`config.mk`:
```
export PLATFORM = sky130hd
export DESIGN_NAME = rpf_ctrl
export DESIGN_NICKNAME = d
export VERILOG_FILES = /design/src/design/rpf_pkg.sv /design/src/design/rpf_ctrl.sv
export SDC_FILE = /design/constraint.sdc
export NUM_CORES = 1
export LEC_CHECK = 0
export ABC_AREA = 1
export BUFFER_PORTS_ARGS = -buffer_cell sky130_fd_sc_hd__buf_4
export CELL_PAD_IN_SITES_DETAIL_PLACEMENT = 0
export CELL_PAD_IN_SITES_GLOBAL_PLACEMENT = 1
export CORE_AREA = 2 2 39 41
export CTS_CLUSTER_SIZE = 16
export DETAILED_ROUTE_END_ITERATION = 16
export DIE_AREA = 0 0 41 43
export PLACE_DENSITY = 0.57
export SLEW_MARGIN = 15
export SYNTH_ARGS = -nofsm -noshare
export SYNTH_HDL_FRONTEND = slang
export SYNTH_SLANG_ARGS = --single-unit
```
`constraint.sdc`:
```
create_clock -name clk_i -period 1.6 [get_ports clk_i]
set_input_delay 0.08 -clock clk_i [delete_from_list [all_inputs] [get_ports clk_i]]
set_output_delay 0.08 -clock clk_i [all_outputs]
set_load 0.02 [all_outputs]
```
`src/design/rpf_pkg.sv`:
```
// ----------------------------------------------------------------------------
// rpf_pkg: shared definitions for the RGB pixel fader
// Field widths, operation and register codes, and the command and status
// groups between the fader controller and its datapath.
// ----------------------------------------------------------------------------
package rpf_pkg;

  localparam int MAX_PIXELS_DEF = 64;
  localparam int FRAC_BITS_DEF  = 7;

  localparam int CHAN_W   = 8;
  localparam int CHAN_MAX = 255;
  localparam int OP_W     = 2;
  localparam int IDX_W    = 6;
  localparam int FADE_W   = 15;
  localparam int PC_W     = 7;
  localparam int CFG_IDX_W = 1;
  localparam int NUM_CHAN = 3;

  typedef enum logic [OP_W-1:0] {
    OP_LOAD   = 2'd0,
    OP_STEP   = 2'd1,
    OP_REWIND = 2'd2
  } op_e;

  localparam logic [CFG_IDX_W-1:0] CFG_FADE_STEPS  = 1'b0;
  localparam logic [CFG_IDX_W-1:0] CFG_PIXEL_COUNT = 1'b1;

  // Controller to datapath
  typedef struct packed {
    logic div_start;  // capture a load transaction and start the divide
    logic run_start;  // rewind the pixel pointer for a step or rewind run
    logic rd_issue;   // read the next pixel row
    logic is_step;    // current run steps (else rewinds)
  } cmd_t;

  // Datapath to controller
  typedef struct packed {
    logic ld_idx_ok;  // load index is below the pixel store depth
    logic cnt_zero;   // no pixels to emit
    logic rd_free;    // read stage can take a row this cycle
    logic rd_busy;    // read stage holds a row
    logic rd_at_end;  // pointer sits on the final pixel of the run
    logic div_done;   // quotients ready, rows written this cycle
  } sts_t;

endpackage

```
`src/design/rpf_ctrl.sv`:
```
// ----------------------------------------------------------------------------
// rpf_ctrl: sequencing for the RGB pixel fader
// Accepts transactions, starts loads and emit runs, paces pixel reads.
// ----------------------------------------------------------------------------
module rpf_ctrl
  import rpf_pkg::*;
(
  input  logic            clk_i,
  input  logic            rst_ni,
  input  logic            in_valid_i,
  output logic            in_ready_o,
  input  logic [OP_W-1:0] op_i,
  input  sts_t            sts_i,
  output cmd_t            cmd_o
);

  typedef enum logic [1:0] {
    ST_IDLE,
    ST_DIV,
    ST_RUN,
    ST_DRAIN
  } state_e;

  state_e state_q;
  logic   is_step_q;
  logic   accept;

  assign in_ready_o = (state_q == ST_IDLE);
  assign accept     = in_valid_i && in_ready_o;

  always_comb begin
    cmd_o           = '0;
    cmd_o.is_step   = is_step_q;
    cmd_o.div_start = accept && (op_i == OP_LOAD) && sts_i.ld_idx_ok;
    cmd_o.run_start = accept && ((op_i == OP_STEP) || (op_i == OP_REWIND)) &&
                      !sts_i.cnt_zero;
    cmd_o.rd_issue  = (state_q == ST_RUN) && sts_i.rd_free;
  end

  always_ff @(posedge clk_i or negedge rst_ni) begin
    if (!rst_ni) begin
      state_q   <= ST_IDLE;
      is_step_q <= 1'b0;
    end else begin
      unique case (state_q)
        ST_IDLE: begin
          if (cmd_o.div_start) begin
            state_q <= ST_DIV;
          end else if (cmd_o.run_start) begin
            state_q   <= ST_RUN;
            is_step_q <= (op_i == OP_STEP);
          end
        end
        ST_DIV: begin
          if (sts_i.div_done) begin
            state_q <= ST_IDLE;
          end
        end
        ST_RUN: begin
          if (cmd_o.rd_issue && sts_i.rd_at_end) begin
            state_q <= ST_DRAIN;
          end
        end
        ST_DRAIN: begin
          // wait for the final row to be written back
          if (!sts_i.rd_busy) begin
            state_q <= ST_IDLE;
          end
        end
        default: state_q <= ST_IDLE;
      endcase
    end
  end

endmodule

```
==> results.sh, run 1 <==
export IMPL_syn_avg_cell_area_um2=6.67
export IMPL_insertion_delay_ns=0.23
export IMPL_drtPass1Iterations=2
export IMPL_min_delay_worst_endpoint="state_q[1]"
export IMPL_area_delta_synth_final_pct=57.6
export IMPL_synth_nets=55
export IMPL_grt_first_pass_wirelength_um=979
export IMPL_die_w_um=41
export IMPL_whs_ns=0.115
export IMPL_drive_gt1_share_pct=36.1
export IMPL_place_area_um2=405
export IMPL_yosys_area_share_simple_pct=40.6
export IMPL_initial_core_util_pct=20.3
export IMPL_regToRegStartpoint="state_q[0]"
export IMPL_sequentialPowerShare_pct=23.3
export IMPL_n_antenna_cell=0
export IMPL_min_path_cells=3
export IMPL_die_h_um=43
export IMPL_skew_ns=0.00170
export IMPL_leakage_nw=0.284
export IMPL_std_cell_rows=14
export IMPL_grt_max_degree=5
export IMPL_cts_sinks=3
export IMPL_dieArea_um2=1760
export IMPL_combinationalPowerShare_pct=55.3
export IMPL_cp_end_kind="primary output"
export IMPL_rr_endpoint="state_q[1]"
export IMPL_dpl_hpwl_um=515
export IMPL_outcome="finished clean"
export IMPL_synth_area_mux_share_pct=0
export IMPL_gp_congestion=0.631
export IMPL_finalInstanceArea_um2=442
export IMPL_fmax_mhz=798
export IMPL_synth_cell_types=13
export IMPL_worstMarginPinSlew_ns=0.165
export IMPL_yosysSeqAreaShare_pct=26.8
export IMPL_finalSetupViolCount=0
export IMPL_period_needed_ns=1.25
export IMPL_cts_tree="done"
export IMPL_coreArea_um2=1380
export IMPL_worstRegToRegCells=5
export IMPL_synth_compound_area_share_pct=6.25
export IMPL_portBuffers=15
export IMPL_fin_nets=75
export IMPL_cts_buffers=3
export IMPL_crit_type="reg2out"
export IMPL_p_int_mw=0.349
export IMPL_final_antenna_net_count=0
export IMPL_min_path_type="in2reg"
export IMPL_hold_violations=0
export IMPL_min_period_over_period_pct=78.3
export IMPL_drc_errors=0
export IMPL_rsz0062_at_grt="no"
export IMPL_peakVddDrop_mv=0.367
export IMPL_power_density_nw_per_um2=1400
export IMPL_drv_slew=0
export IMPL_grt_util_all_layers_pct=8.94
export IMPL_required_ns=1.52
export IMPL_first_global_vias=271
export IMPL_min_from="sts_i[0]"
export IMPL_cts_max_level=1
export IMPL_antenna_found_initial=0
export IMPL_fin_total_pwr_mw=0.620
export IMPL_switching_share_pct=43.7
export IMPL_final_common_cell="buf_4"
export IMPL_clockBufferDepth=2
export IMPL_arrival_ns=1.17
export IMPL_pin_count=16
export IMPL_synth_xor_area_share_pct=0
export IMPL_setup_tns_final_ns=0
export IMPL_vias_per_cell=3.86
export IMPL_p_sw_mw=0.271
export IMPL_final_core_util_pct=31.9
export IMPL_grt_overflow=0
export IMPL_wl_per_cell_um=7.86
export IMPL_max_cap_violations=0
export IMPL_regToRegSetupSlack_ns=0.51
export IMPL_synth_fa_ha_area_share_pct=8.93
export IMPL_synth_area_um2=280
export IMPL_regArea_um2=75.1
export IMPL_clock_power_share_pct=21.4
export IMPL_multi_input_area_um2=156
export IMPL_final_cell_mix="15 x buf_4, 12 x nand2_1, 11 x inv_1"
export IMPL_synth_warnings=0
export IMPL_cts_root_buf="clkbuf_4"
export IMPL_slew_headroom_pct=89.0
export IMPL_clk_pin_slew_ns=0.04
export IMPL_cp_start_kind="flop"
export IMPL_synth_cells=42
export IMPL_routed_wl_um=605
export IMPL_fill_cells=171
export IMPL_vias=297
export IMPL_ys_ff_latch=3
export IMPL_cp_max_fo=4
export IMPL_initialDrtViolationCount=4
export IMPL_synth_top_family_by_area="simple AND/OR/NAND/NOR gates"
[worst max path at each step]
stage / start / endpoint / slack [ns] / depth (start not counted)
after detailed placement: state_q[0] / state_q[1] / 0.51 / 5
after CTS: state_q[0] / cmd_o[3] / 0.32 / 4
after global routing: state_q[0] / cmd_o[3] / 0.24 / 4
final: state_q[0] / cmd_o[3] / 0.35 / 4
after floorplan: state_q[0] / is_step_q / 0.45 / 5
after global placement: state_q[0] / state_q[1] / 0.51 / 5
[power by group through the flow]
| stage | Combinational (mW) | Sequential, mW | Clock [mW] |
|---|---|---|---|
| after floorplan | 0.249 | 0.141 | 0 |
| after global placement | 0.352 | 0.146 | 0 |
| after detailed placement | 0.346 | 0.145 | 0 |
| after CTS | 0.350 | 0.144 | 0.138 |
| after global routing | 0.386 | 0.150 | 0.149 |
| final | 0.343 | 0.144 | 0.133 |
[registers in the layout (all words and copies together) (netlist names)]
name	count
state_q	2
is_step_q	1
[synthesized netlist by cell type]
cell type	number	area [um^2]
buf_4	1	7.51
dfrtp_1	3	75.1
ha_1	2	25.0
inv_1	11	41.3
nand2_1	12	45.0
nand3_1	3	15.0
nand4_2	2	25.0
nor2_1	3	11.3
nor2_2	1	6.26
nor2_4	1	11.3
o21a_1	1	7.51
o21ai_0	1	5.00
o21ai_1	1	5.00
[cell families (layout without fill, tap and decap cells)]
group | count (synthesis) | in the layout
compound gates | 3 | 3
fa+ha+maj | 2 | 2
buf+inv | 12 | 31
flops | 3 | 3
simple gates | 22 | 22
[critical path, stage by stage (launching register included)]
cell and delay, ns:
dfrtp_1 0.41, nor2_4 0.18, nand4_2 0.12, inv_1 0.09
buf_4 0.14
[layout make-up]
class | instances | share of cell area, %
multi-input cells | 27 | 35.4
well taps | 16 | 4.53
clock buffers | 4 | 5.95
repair buffers | 16 | 27.8
inverters | 11 | 9.35
flip-flops and latches | 3 | 17.0
[layer usage]
metal  track usage (%)  part of all wire, %  up-vias
met5                 0                    0        -
met4              10.0                    0        0
met1              9.32                   44      124
met3              3.14                  8.1        0
met2              12.2                   47       11
li1                  -                    -      162
[what timing repair did]
action | CTS | global route
hold buffers | 1 | 0
buffers inserted | 0 | 0
endpoints found under the hold margin | 3 | 0
gates resized for setup | 0 | 0
[stage by stage]
stage                     setup WS [ns]  instances
final                             0.348         77
after global routing              0.238         77
after global placement            0.507         72
after detailed placement          0.509         72
after CTS                         0.323         77
after floorplan                   0.453         42
Note: power is estimated with default switching activity, not from simulation.
==> inputs of run 2 (changes only) <==
--- a/config.mk
+++ b/config.mk
@@ -5,7 +5,7 @@
 export SDC_FILE = /design/constraint.sdc
 export NUM_CORES = 1
 export LEC_CHECK = 0
-export ABC_AREA = 1
+export ABC_AREA = 0
 export BUFFER_PORTS_ARGS = -buffer_cell sky130_fd_sc_hd__buf_4
 export CELL_PAD_IN_SITES_DETAIL_PLACEMENT = 0
 export CELL_PAD_IN_SITES_GLOBAL_PLACEMENT = 1
@@ -13,7 +13,7 @@
 export CTS_CLUSTER_SIZE = 16
 export DETAILED_ROUTE_END_ITERATION = 16
 export DIE_AREA = 0 0 41 43
-export PLACE_DENSITY = 0.57
+export PLACE_DENSITY = 0.49
 export SLEW_MARGIN = 15
 export SYNTH_ARGS = -nofsm -noshare
 export SYNTH_HDL_FRONTEND = slang
==> constraint.sdc (replaced) <==
create_clock -name clk_i -period 1.18 [get_ports clk_i]
set_input_delay 0.059 -clock clk_i [delete_from_list [all_inputs] [get_ports clk_i]]
set_output_delay 0.059 -clock clk_i [all_outputs]
set_load 0.02 [all_outputs]
==> run 2 against run 1 <==
Against the previous run:
- die area stayed put
- first-iteration DRC count is 75% lower
- area after synthesis is 18% lower
- sequential cell count stayed put
- global-route usage is 0.69 points lower
- critical endpoint is now cmd_o[2]
- worst hold slack worse by 0.028 ns
- the run now ends with negative setup slack left
- routed wire length is 2.3% lower
- synthesized cell count is 40% lower
- critical path type unchanged
- sequential power is 37% higher
- total power is 49% higher
- design area is 5.7% higher
- clock-buffer cell count stayed put
==> results.sh, run 2 <==
export IMPL_crit_type="reg2out"
export IMPL_regToRegStartpoint="state_q[1]"
export IMPL_top_register="state_q"
export IMPL_rr_endpoint="is_step_q"
export IMPL_setup_slack_ns=-0.0346
export IMPL_violations="negative setup slack"
export IMPL_min_delay_worst_endpoint="state_q[1]"
export IMPL_min_path_type="in2reg"
export IMPL_std_cell_rows=14
export IMPL_final_cell_mix="15 x buf_4, 5 x buf_6, 3 x inv_1, 3 x clkbuf_4"
export IMPL_multi_input_area_um2=154
export IMPL_min_period_over_period_pct=103
export IMPL_leakage_nw=0.243
export IMPL_outcome="finished, violations left"
export IMPL_final_common_cell="buf_4"
export IMPL_vias=264
export IMPL_skew_ns=0.00109
export IMPL_fin_nets=63
export IMPL_yosysTopAreaCell="dfrtp_1"
export IMPL_reg_top3="state_q x2, is_step_q x1"
export IMPL_grt_use_met2_pct=12.5
export IMPL_min_path_cells=3
export IMPL_regArea_um2=76.3
export IMPL_synth_top_area_share_pct=32.8
export IMPL_portBuffers=15
export IMPL_antenna_found_initial=0
export IMPL_initial_core_util_pct=16.5
export IMPL_finalInstanceArea_um2=467
export IMPL_insertion_delay_ns=0.23
export IMPL_ys_flop_type="dfrtp_1"
export IMPL_area_delta_synth_final_pct=104
export IMPL_worstMarginPinSlew_ns=0.173
export IMPL_synth_nets=38
export IMPL_min_from="sts_i[2]"
export IMPL_grt_overflow=0
export IMPL_met3_usage_pct=4.71
export IMPL_yosysSeqAreaShare_pct=32.8
export IMPL_ys_async_sr_fraction_pct=100
export IMPL_largest_reg_flops=2
export IMPL_syn_avg_cell_area_um2=9.16
export IMPL_grt_first_pass_wirelength_um=931
export IMPL_period_needed_ns=1.21
export IMPL_grt_util_all_layers_pct=8.24
export IMPL_fmax_mhz=823
export IMPL_power_density_nw_per_um2=1980
export IMPL_dp_slack_ns=-0.0317
export IMPL_fill_cells=154
export IMPL_cp_max_fo=3
export IMPL_synth_cell_types=15
export IMPL_first_global_vias=260
export IMPL_regToRegSetupSlack_ns=-0.02
export IMPL_cp_start_kind="flop"
export IMPL_synth_edf_count=0
export IMPL_required_ns=1.12
export IMPL_grt_max_degree=6
export IMPL_rsz0062_at_grt="yes"
export IMPL_wl_per_cell_um=9.09
export IMPL_path_common_cell="buf_6"
export IMPL_worstRegToRegCells=4
export IMPL_ys_top_cells_by_area="dfrtp_1 33%, ha_1 11%, and3_2 6.6%"
export IMPL_cts_tree="done"
export IMPL_cts_max_level=1
export IMPL_gp_congestion=0.668
export IMPL_finalSetupViolCount=3
export IMPL_synth_cells=25
export IMPL_fin_total_pwr_mw=0.926
export IMPL_slew_headroom_pct=88.3
export IMPL_initialDrtViolationCount=1
export IMPL_cp_slowest_cell="dfrtp_2"
export IMPL_drtPass1Iterations=4
export IMPL_yosys_top_cells_count="3 x dfrtp_1, 3 x inv_1, 3 x nand2_1"
export IMPL_drive_gt1_share_pct=65.3
export IMPL_cts_root_buf="clkbuf_4"
export IMPL_clockBufferDepth=2
export IMPL_die_h_um=43
export IMPL_ys_ff_latch=3
export IMPL_place_area_um2=369
export IMPL_final_core_util_pct=33.7
export IMPL_clk_pin_slew_ns=0.04
export IMPL_final_antenna_net_count=0
export IMPL_routed_wl_um=591
export IMPL_drv_slew=0
export IMPL_arrival_ns=1.16
export IMPL_die_w_um=41
export IMPL_dpl_hpwl_um=470
export IMPL_crit_path_cell_trace="nor2_4 -> buf_6 -> and3_4 -> buf_6"
export IMPL_coreArea_um2=1380
export IMPL_dieArea_um2=1760
export IMPL_vias_per_cell=4.06
export IMPL_synth_warnings=0
export IMPL_pin_count=16
export IMPL_n_antenna_cell=0
export IMPL_busiest_layer="met2"
export IMPL_cp_end_kind="primary output"
export IMPL_drc_errors=0
export IMPL_cts_sinks=3
export IMPL_crit_buf_inv=2
export IMPL_grtUsageMet1_pct=7.74
export IMPL_cp_top_family="flip-flops"
export IMPL_max_cap_violations=0
export IMPL_cts_buffers=3
export IMPL_peakVddDrop_mv=0.511
export IMPL_hold_violations=0
export IMPL_synth_area_um2=229
export IMPL_max_stage_delay_ns=0.42
-- run 2: changes by cell type in the layout (fill, tap and decap cells not counted), moves of 2 or more --
| cell | delta |
|---|---|
| buf_6 | +5 |
| nand2_1 | -10 |
| nand3_1 | -3 |
| nor2_1 | -2 |
| inv_1 | -8 |
-- run 2: tightest hold or removal path, stage by stage --
cell	delay, ns
buf_4	0.08
o21ai_0	0.07
nand2_1	0.07
-- run 2: worst max path at each step --
stage,from,to,slack (ns),cells after the start
2_1_floorplan,state_q[1],is_step_q,0.01,3
3_3_place_gp,op_i[0],is_step_q,-0.03,6
6_report,state_q[1],cmd_o[2],-0.03,4
3_5_place_dp,op_i[1],is_step_q,-0.03,6
4_1_cts,state_q[1],cmd_o[2],-0.04,4
5_1_grt,state_q[1],cmd_o[2],-0.07,4
-- run 2: report_power, final --
part	internal, mW	switching (mW)
sequential	0.151	0.0468
clock	0.127	0.0502
combinational	0.316	0.235
total	0.594	0.332
-- run 2: metrics by stage --
| step | setup TNS, ns | hold WS [ns] | cells |
|---|---|---|---|
| after floorplan | 0 | -0.237 | 25 |
| after global placement | -0.0261 | -0.152 | 57 |
| after detailed placement | -0.0317 | -0.151 | 57 |
| after CTS | -0.100 | 0.0854 | 65 |
| after global routing | -0.223 | 0.0958 | 65 |
| final | -0.0621 | 0.0868 | 65 |
-- run 2: per-layer routing --
layer / share of wire, % / vias to the layer above
li1: - / 130
met1: 38 / 124
met2: 53 / 10
met3: 8.8 / 0
met4: 0 / 0
met5: 0 / -
-- run 2: cells by family after synthesis --
group | Yosys count | share of synthesized area [%]
buffers and inverters | 4 | 8.20
DFF | 3 | 32.8
adders and majority gates | 2 | 10.9
AOI/OAI and AO/OA | 3 | 7.65
muxes | 1 | 6.56
and+or+nand+nor | 12 | 33.9
-- run 2: final cells by class --
cell class | instances | area share, %
sequential | 3 | 16.4
timing repair buffer | 21 | 38.3
inverter | 3 | 2.41
tap | 16 | 4.29
multi-input combinational | 18 | 33.0
clock buffer | 4 | 5.63
-- run 2: timing repair --
item	in CTS	in global routing
endpoints found under the hold margin	3	0
endpoints found under the setup margin	2	6
setup buffers	3	0
hold buffers	1	0
gates resized for setup	10	1
pin swaps	4	1
==> inputs of run 3 (changes only) <==
--- a/config.mk
+++ b/config.mk
@@ -7,7 +7,7 @@
 export LEC_CHECK = 0
 export ABC_AREA = 0
 export BUFFER_PORTS_ARGS = -buffer_cell sky130_fd_sc_hd__buf_4
-export CELL_PAD_IN_SITES_DETAIL_PLACEMENT = 0
+export CELL_PAD_IN_SITES_DETAIL_PLACEMENT = 1
 export CELL_PAD_IN_SITES_GLOBAL_PLACEMENT = 1
 export CORE_AREA = 2 2 39 41
 export CTS_CLUSTER_SIZE = 16
==> constraint.sdc (replaced) <==
create_clock -name clk_i -period 1.54 [get_ports clk_i]
set_input_delay 0.077 -clock clk_i [delete_from_list [all_inputs] [get_ports clk_i]]
set_output_delay 0.077 -clock clk_i [all_outputs]
set_load 0.02 [all_outputs]
==> run 3 against run 2 <==
Against the previous run:
- clock skew fell by 0.00059 ns
- sequential cell count did not move
- sequential share of layout area rose by 2.9 points
- the run now ends clean
- clock-buffer cell count did not move
- largest cell class is now multi-input combinational cells
- worst hold slack improved by 0.0033 ns
- sequential power fell by 21%
- final cell count fell by 7.7%
- via count fell by 5.3%
- register-to-register slack improved by 0.42 ns
- die area did not move
==> results.sh, run 3 (synthesis results as in run 2) <==
export IMPL_insertion_delay_ns=0.23
export IMPL_rsz0062_at_grt="no"
export IMPL_cts_root_buf="clkbuf_4"
export IMPL_grt_overflow=0
export IMPL_grt_max_degree=7
export IMPL_std_cell_rows=14
export IMPL_post_cts_buffers=0
export IMPL_cts_tree="done"
export IMPL_die_w_um=41
export IMPL_reg_top3="state_q x2, is_step_q x1"
export IMPL_die_h_um=43
export IMPL_routed_wl_um=600
export IMPL_finalInstanceArea_um2=390
export IMPL_fmax_mhz=828
export IMPL_pin_count=16
export IMPL_drtPass1Iterations=3
export IMPL_sequentialPowerShare_pct=28.4
export IMPL_cp_start_kind="flop"
export IMPL_min_path_type="in2reg"
export IMPL_vias=250
export IMPL_crit_type="reg2out"
export IMPL_required_ns=1.46
export IMPL_drive_gt1_share_pct=54.5
export IMPL_outcome="finished clean"
export IMPL_max_cap_violations=0
export IMPL_period_needed_ns=1.21
export IMPL_final_antenna_net_count=0
export IMPL_p_sw_mw=0.213
export IMPL_initialDrtViolationCount=2
export IMPL_power_density_nw_per_um2=1410
export IMPL_cts_buffers=3
export IMPL_clk_pin_slew_ns=0.04
export IMPL_fin_total_pwr_mw=0.550
export IMPL_cts_max_level=1
export IMPL_crit_path_cell_trace="nor2_4 -> nand2_1 -> nor2_1 -> buf_4"
export IMPL_initial_core_util_pct=16.5
export IMPL_hold_violations=0
export IMPL_cts_resized=0
export IMPL_grt_first_pass_wirelength_mm=1.04
export IMPL_min_period_over_period_pct=78.4
export IMPL_antenna_found_initial=0
export IMPL_largest_reg_flops=2
export IMPL_cp_max_fo=6
export IMPL_slew_headroom_pct=86.2
export IMPL_portBuffers=15
export IMPL_final_common_cell="buf_4"
export IMPL_clockBufferDepth=2
export IMPL_combinationalPowerShare_pct=46.5
export IMPL_skew_ns=0.000491
export IMPL_peakVddDrop_mv=0.343
export IMPL_coreArea_um2=1380
export IMPL_regToRegSetupSlack_ns=0.40
export IMPL_gp_congestion=0.655
export IMPL_final_cell_mix="15 x buf_4, 3 x inv_1, 3 x nand2_1, 3 x clkbuf_4, 3 x dfrtp_1"
export IMPL_cp_slowest_cell="dfrtp_1"
export IMPL_setup_slack_ns=0.333
export IMPL_setup_tns_final_ns=0
export IMPL_p_int_mw=0.338
export IMPL_place_area_um2=354
export IMPL_cp_end_kind="primary output"
export IMPL_grt_util_all_layers_pct=9.46
export IMPL_cts_sinks=3
export IMPL_max_stage_delay_ns=0.43
export IMPL_drv_slew=0
export IMPL_fin_nets=58
export IMPL_area_delta_synth_final_pct=70.5
export IMPL_switching_share_pct=38.6
export IMPL_leakage_nw=0.212
export IMPL_min_path_cells=3
export IMPL_worstRegToRegCells=3
export IMPL_arrival_ns=1.13
export IMPL_n_antenna_cell=0
export IMPL_whs_ns=0.0901
export IMPL_first_global_vias=271
export IMPL_dp_slack_ns=0.286
export IMPL_finalSetupViolCount=0
export IMPL_top_register="state_q"
export IMPL_vias_per_cell=4.17
export IMPL_wl_per_cell_um=10.0
export IMPL_clock_power_share_pct=25.1
export IMPL_drc_errors=0
export IMPL_dieArea_um2=1760
export IMPL_worstMarginPinSlew_ns=0.208
==> run 3: power by group through the flow <==
| stage | clock network [mW] | logic, mW | registers, mW |
|---|---|---|---|
| 2_1_floorplan | 0 | 0.173 | 0.148 |
| 3_3_place_gp | 0 | 0.261 | 0.156 |
| 3_5_place_dp | 0 | 0.261 | 0.158 |
| 4_1_cts | 0.141 | 0.264 | 0.156 |
| 5_1_grt | 0.144 | 0.288 | 0.165 |
| 6_report | 0.138 | 0.256 | 0.156 |
==> run 3: worst paths after layout <==
kind	end	startpoint
worst max-delay path	cmd_o[3]	state_q[1]
min in group asynchronous	state_q[1]	rst_ni
max in group asynchronous	is_step_q	rst_ni
worst min register to register	is_step_q	is_step_q
worst max register to register	is_step_q	state_q[1]
worst min-delay path	state_q[1]	sts_i[2]
==> run 3: metrics by stage <==
step	cells	utilization, %
6_report	60	28.2
5_1_grt	60	28.2
4_1_cts	60	28.2
3_5_place_dp	55	25.6
3_3_place_gp	55	25.6
2_1_floorplan	25	-
==> run 3: area by class of cell <==
class,count,area (um^2)
Clock buffer,4,26.3
Timing Repair Buffer,16,123
Tap cell,16,20.0
Sequential cell,3,75.1
Fill cell,170,993
Inverter,3,11.3
Multi-Input combinational cell,18,135
==> run 3: metal layers <==
layer	vias to the layer above	wire [um]	share of wire (%)	GRT usage [%]
met5	-	0	0	0
met4	0	14	2.3	10.0
met3	2	45	7.5	3.14
met2	12	331	55	13.8
met1	115	208	35	9.39
li1	121	-	-	-
==> run 3: what timing repair did <==
action | in CTS | in global routing
hold buffers | 1 | 0
endpoints found under the setup margin | 0 | 0
endpoints found under the hold margin | 3 | 0
==> run 3: worst max-delay path, delay by kind of cell (launching register included) <==
kind	cells	cell delay [ns]
buffers and inverters	1	0.15
DFF	1	0.43
and+or+nand+nor	3	0.31
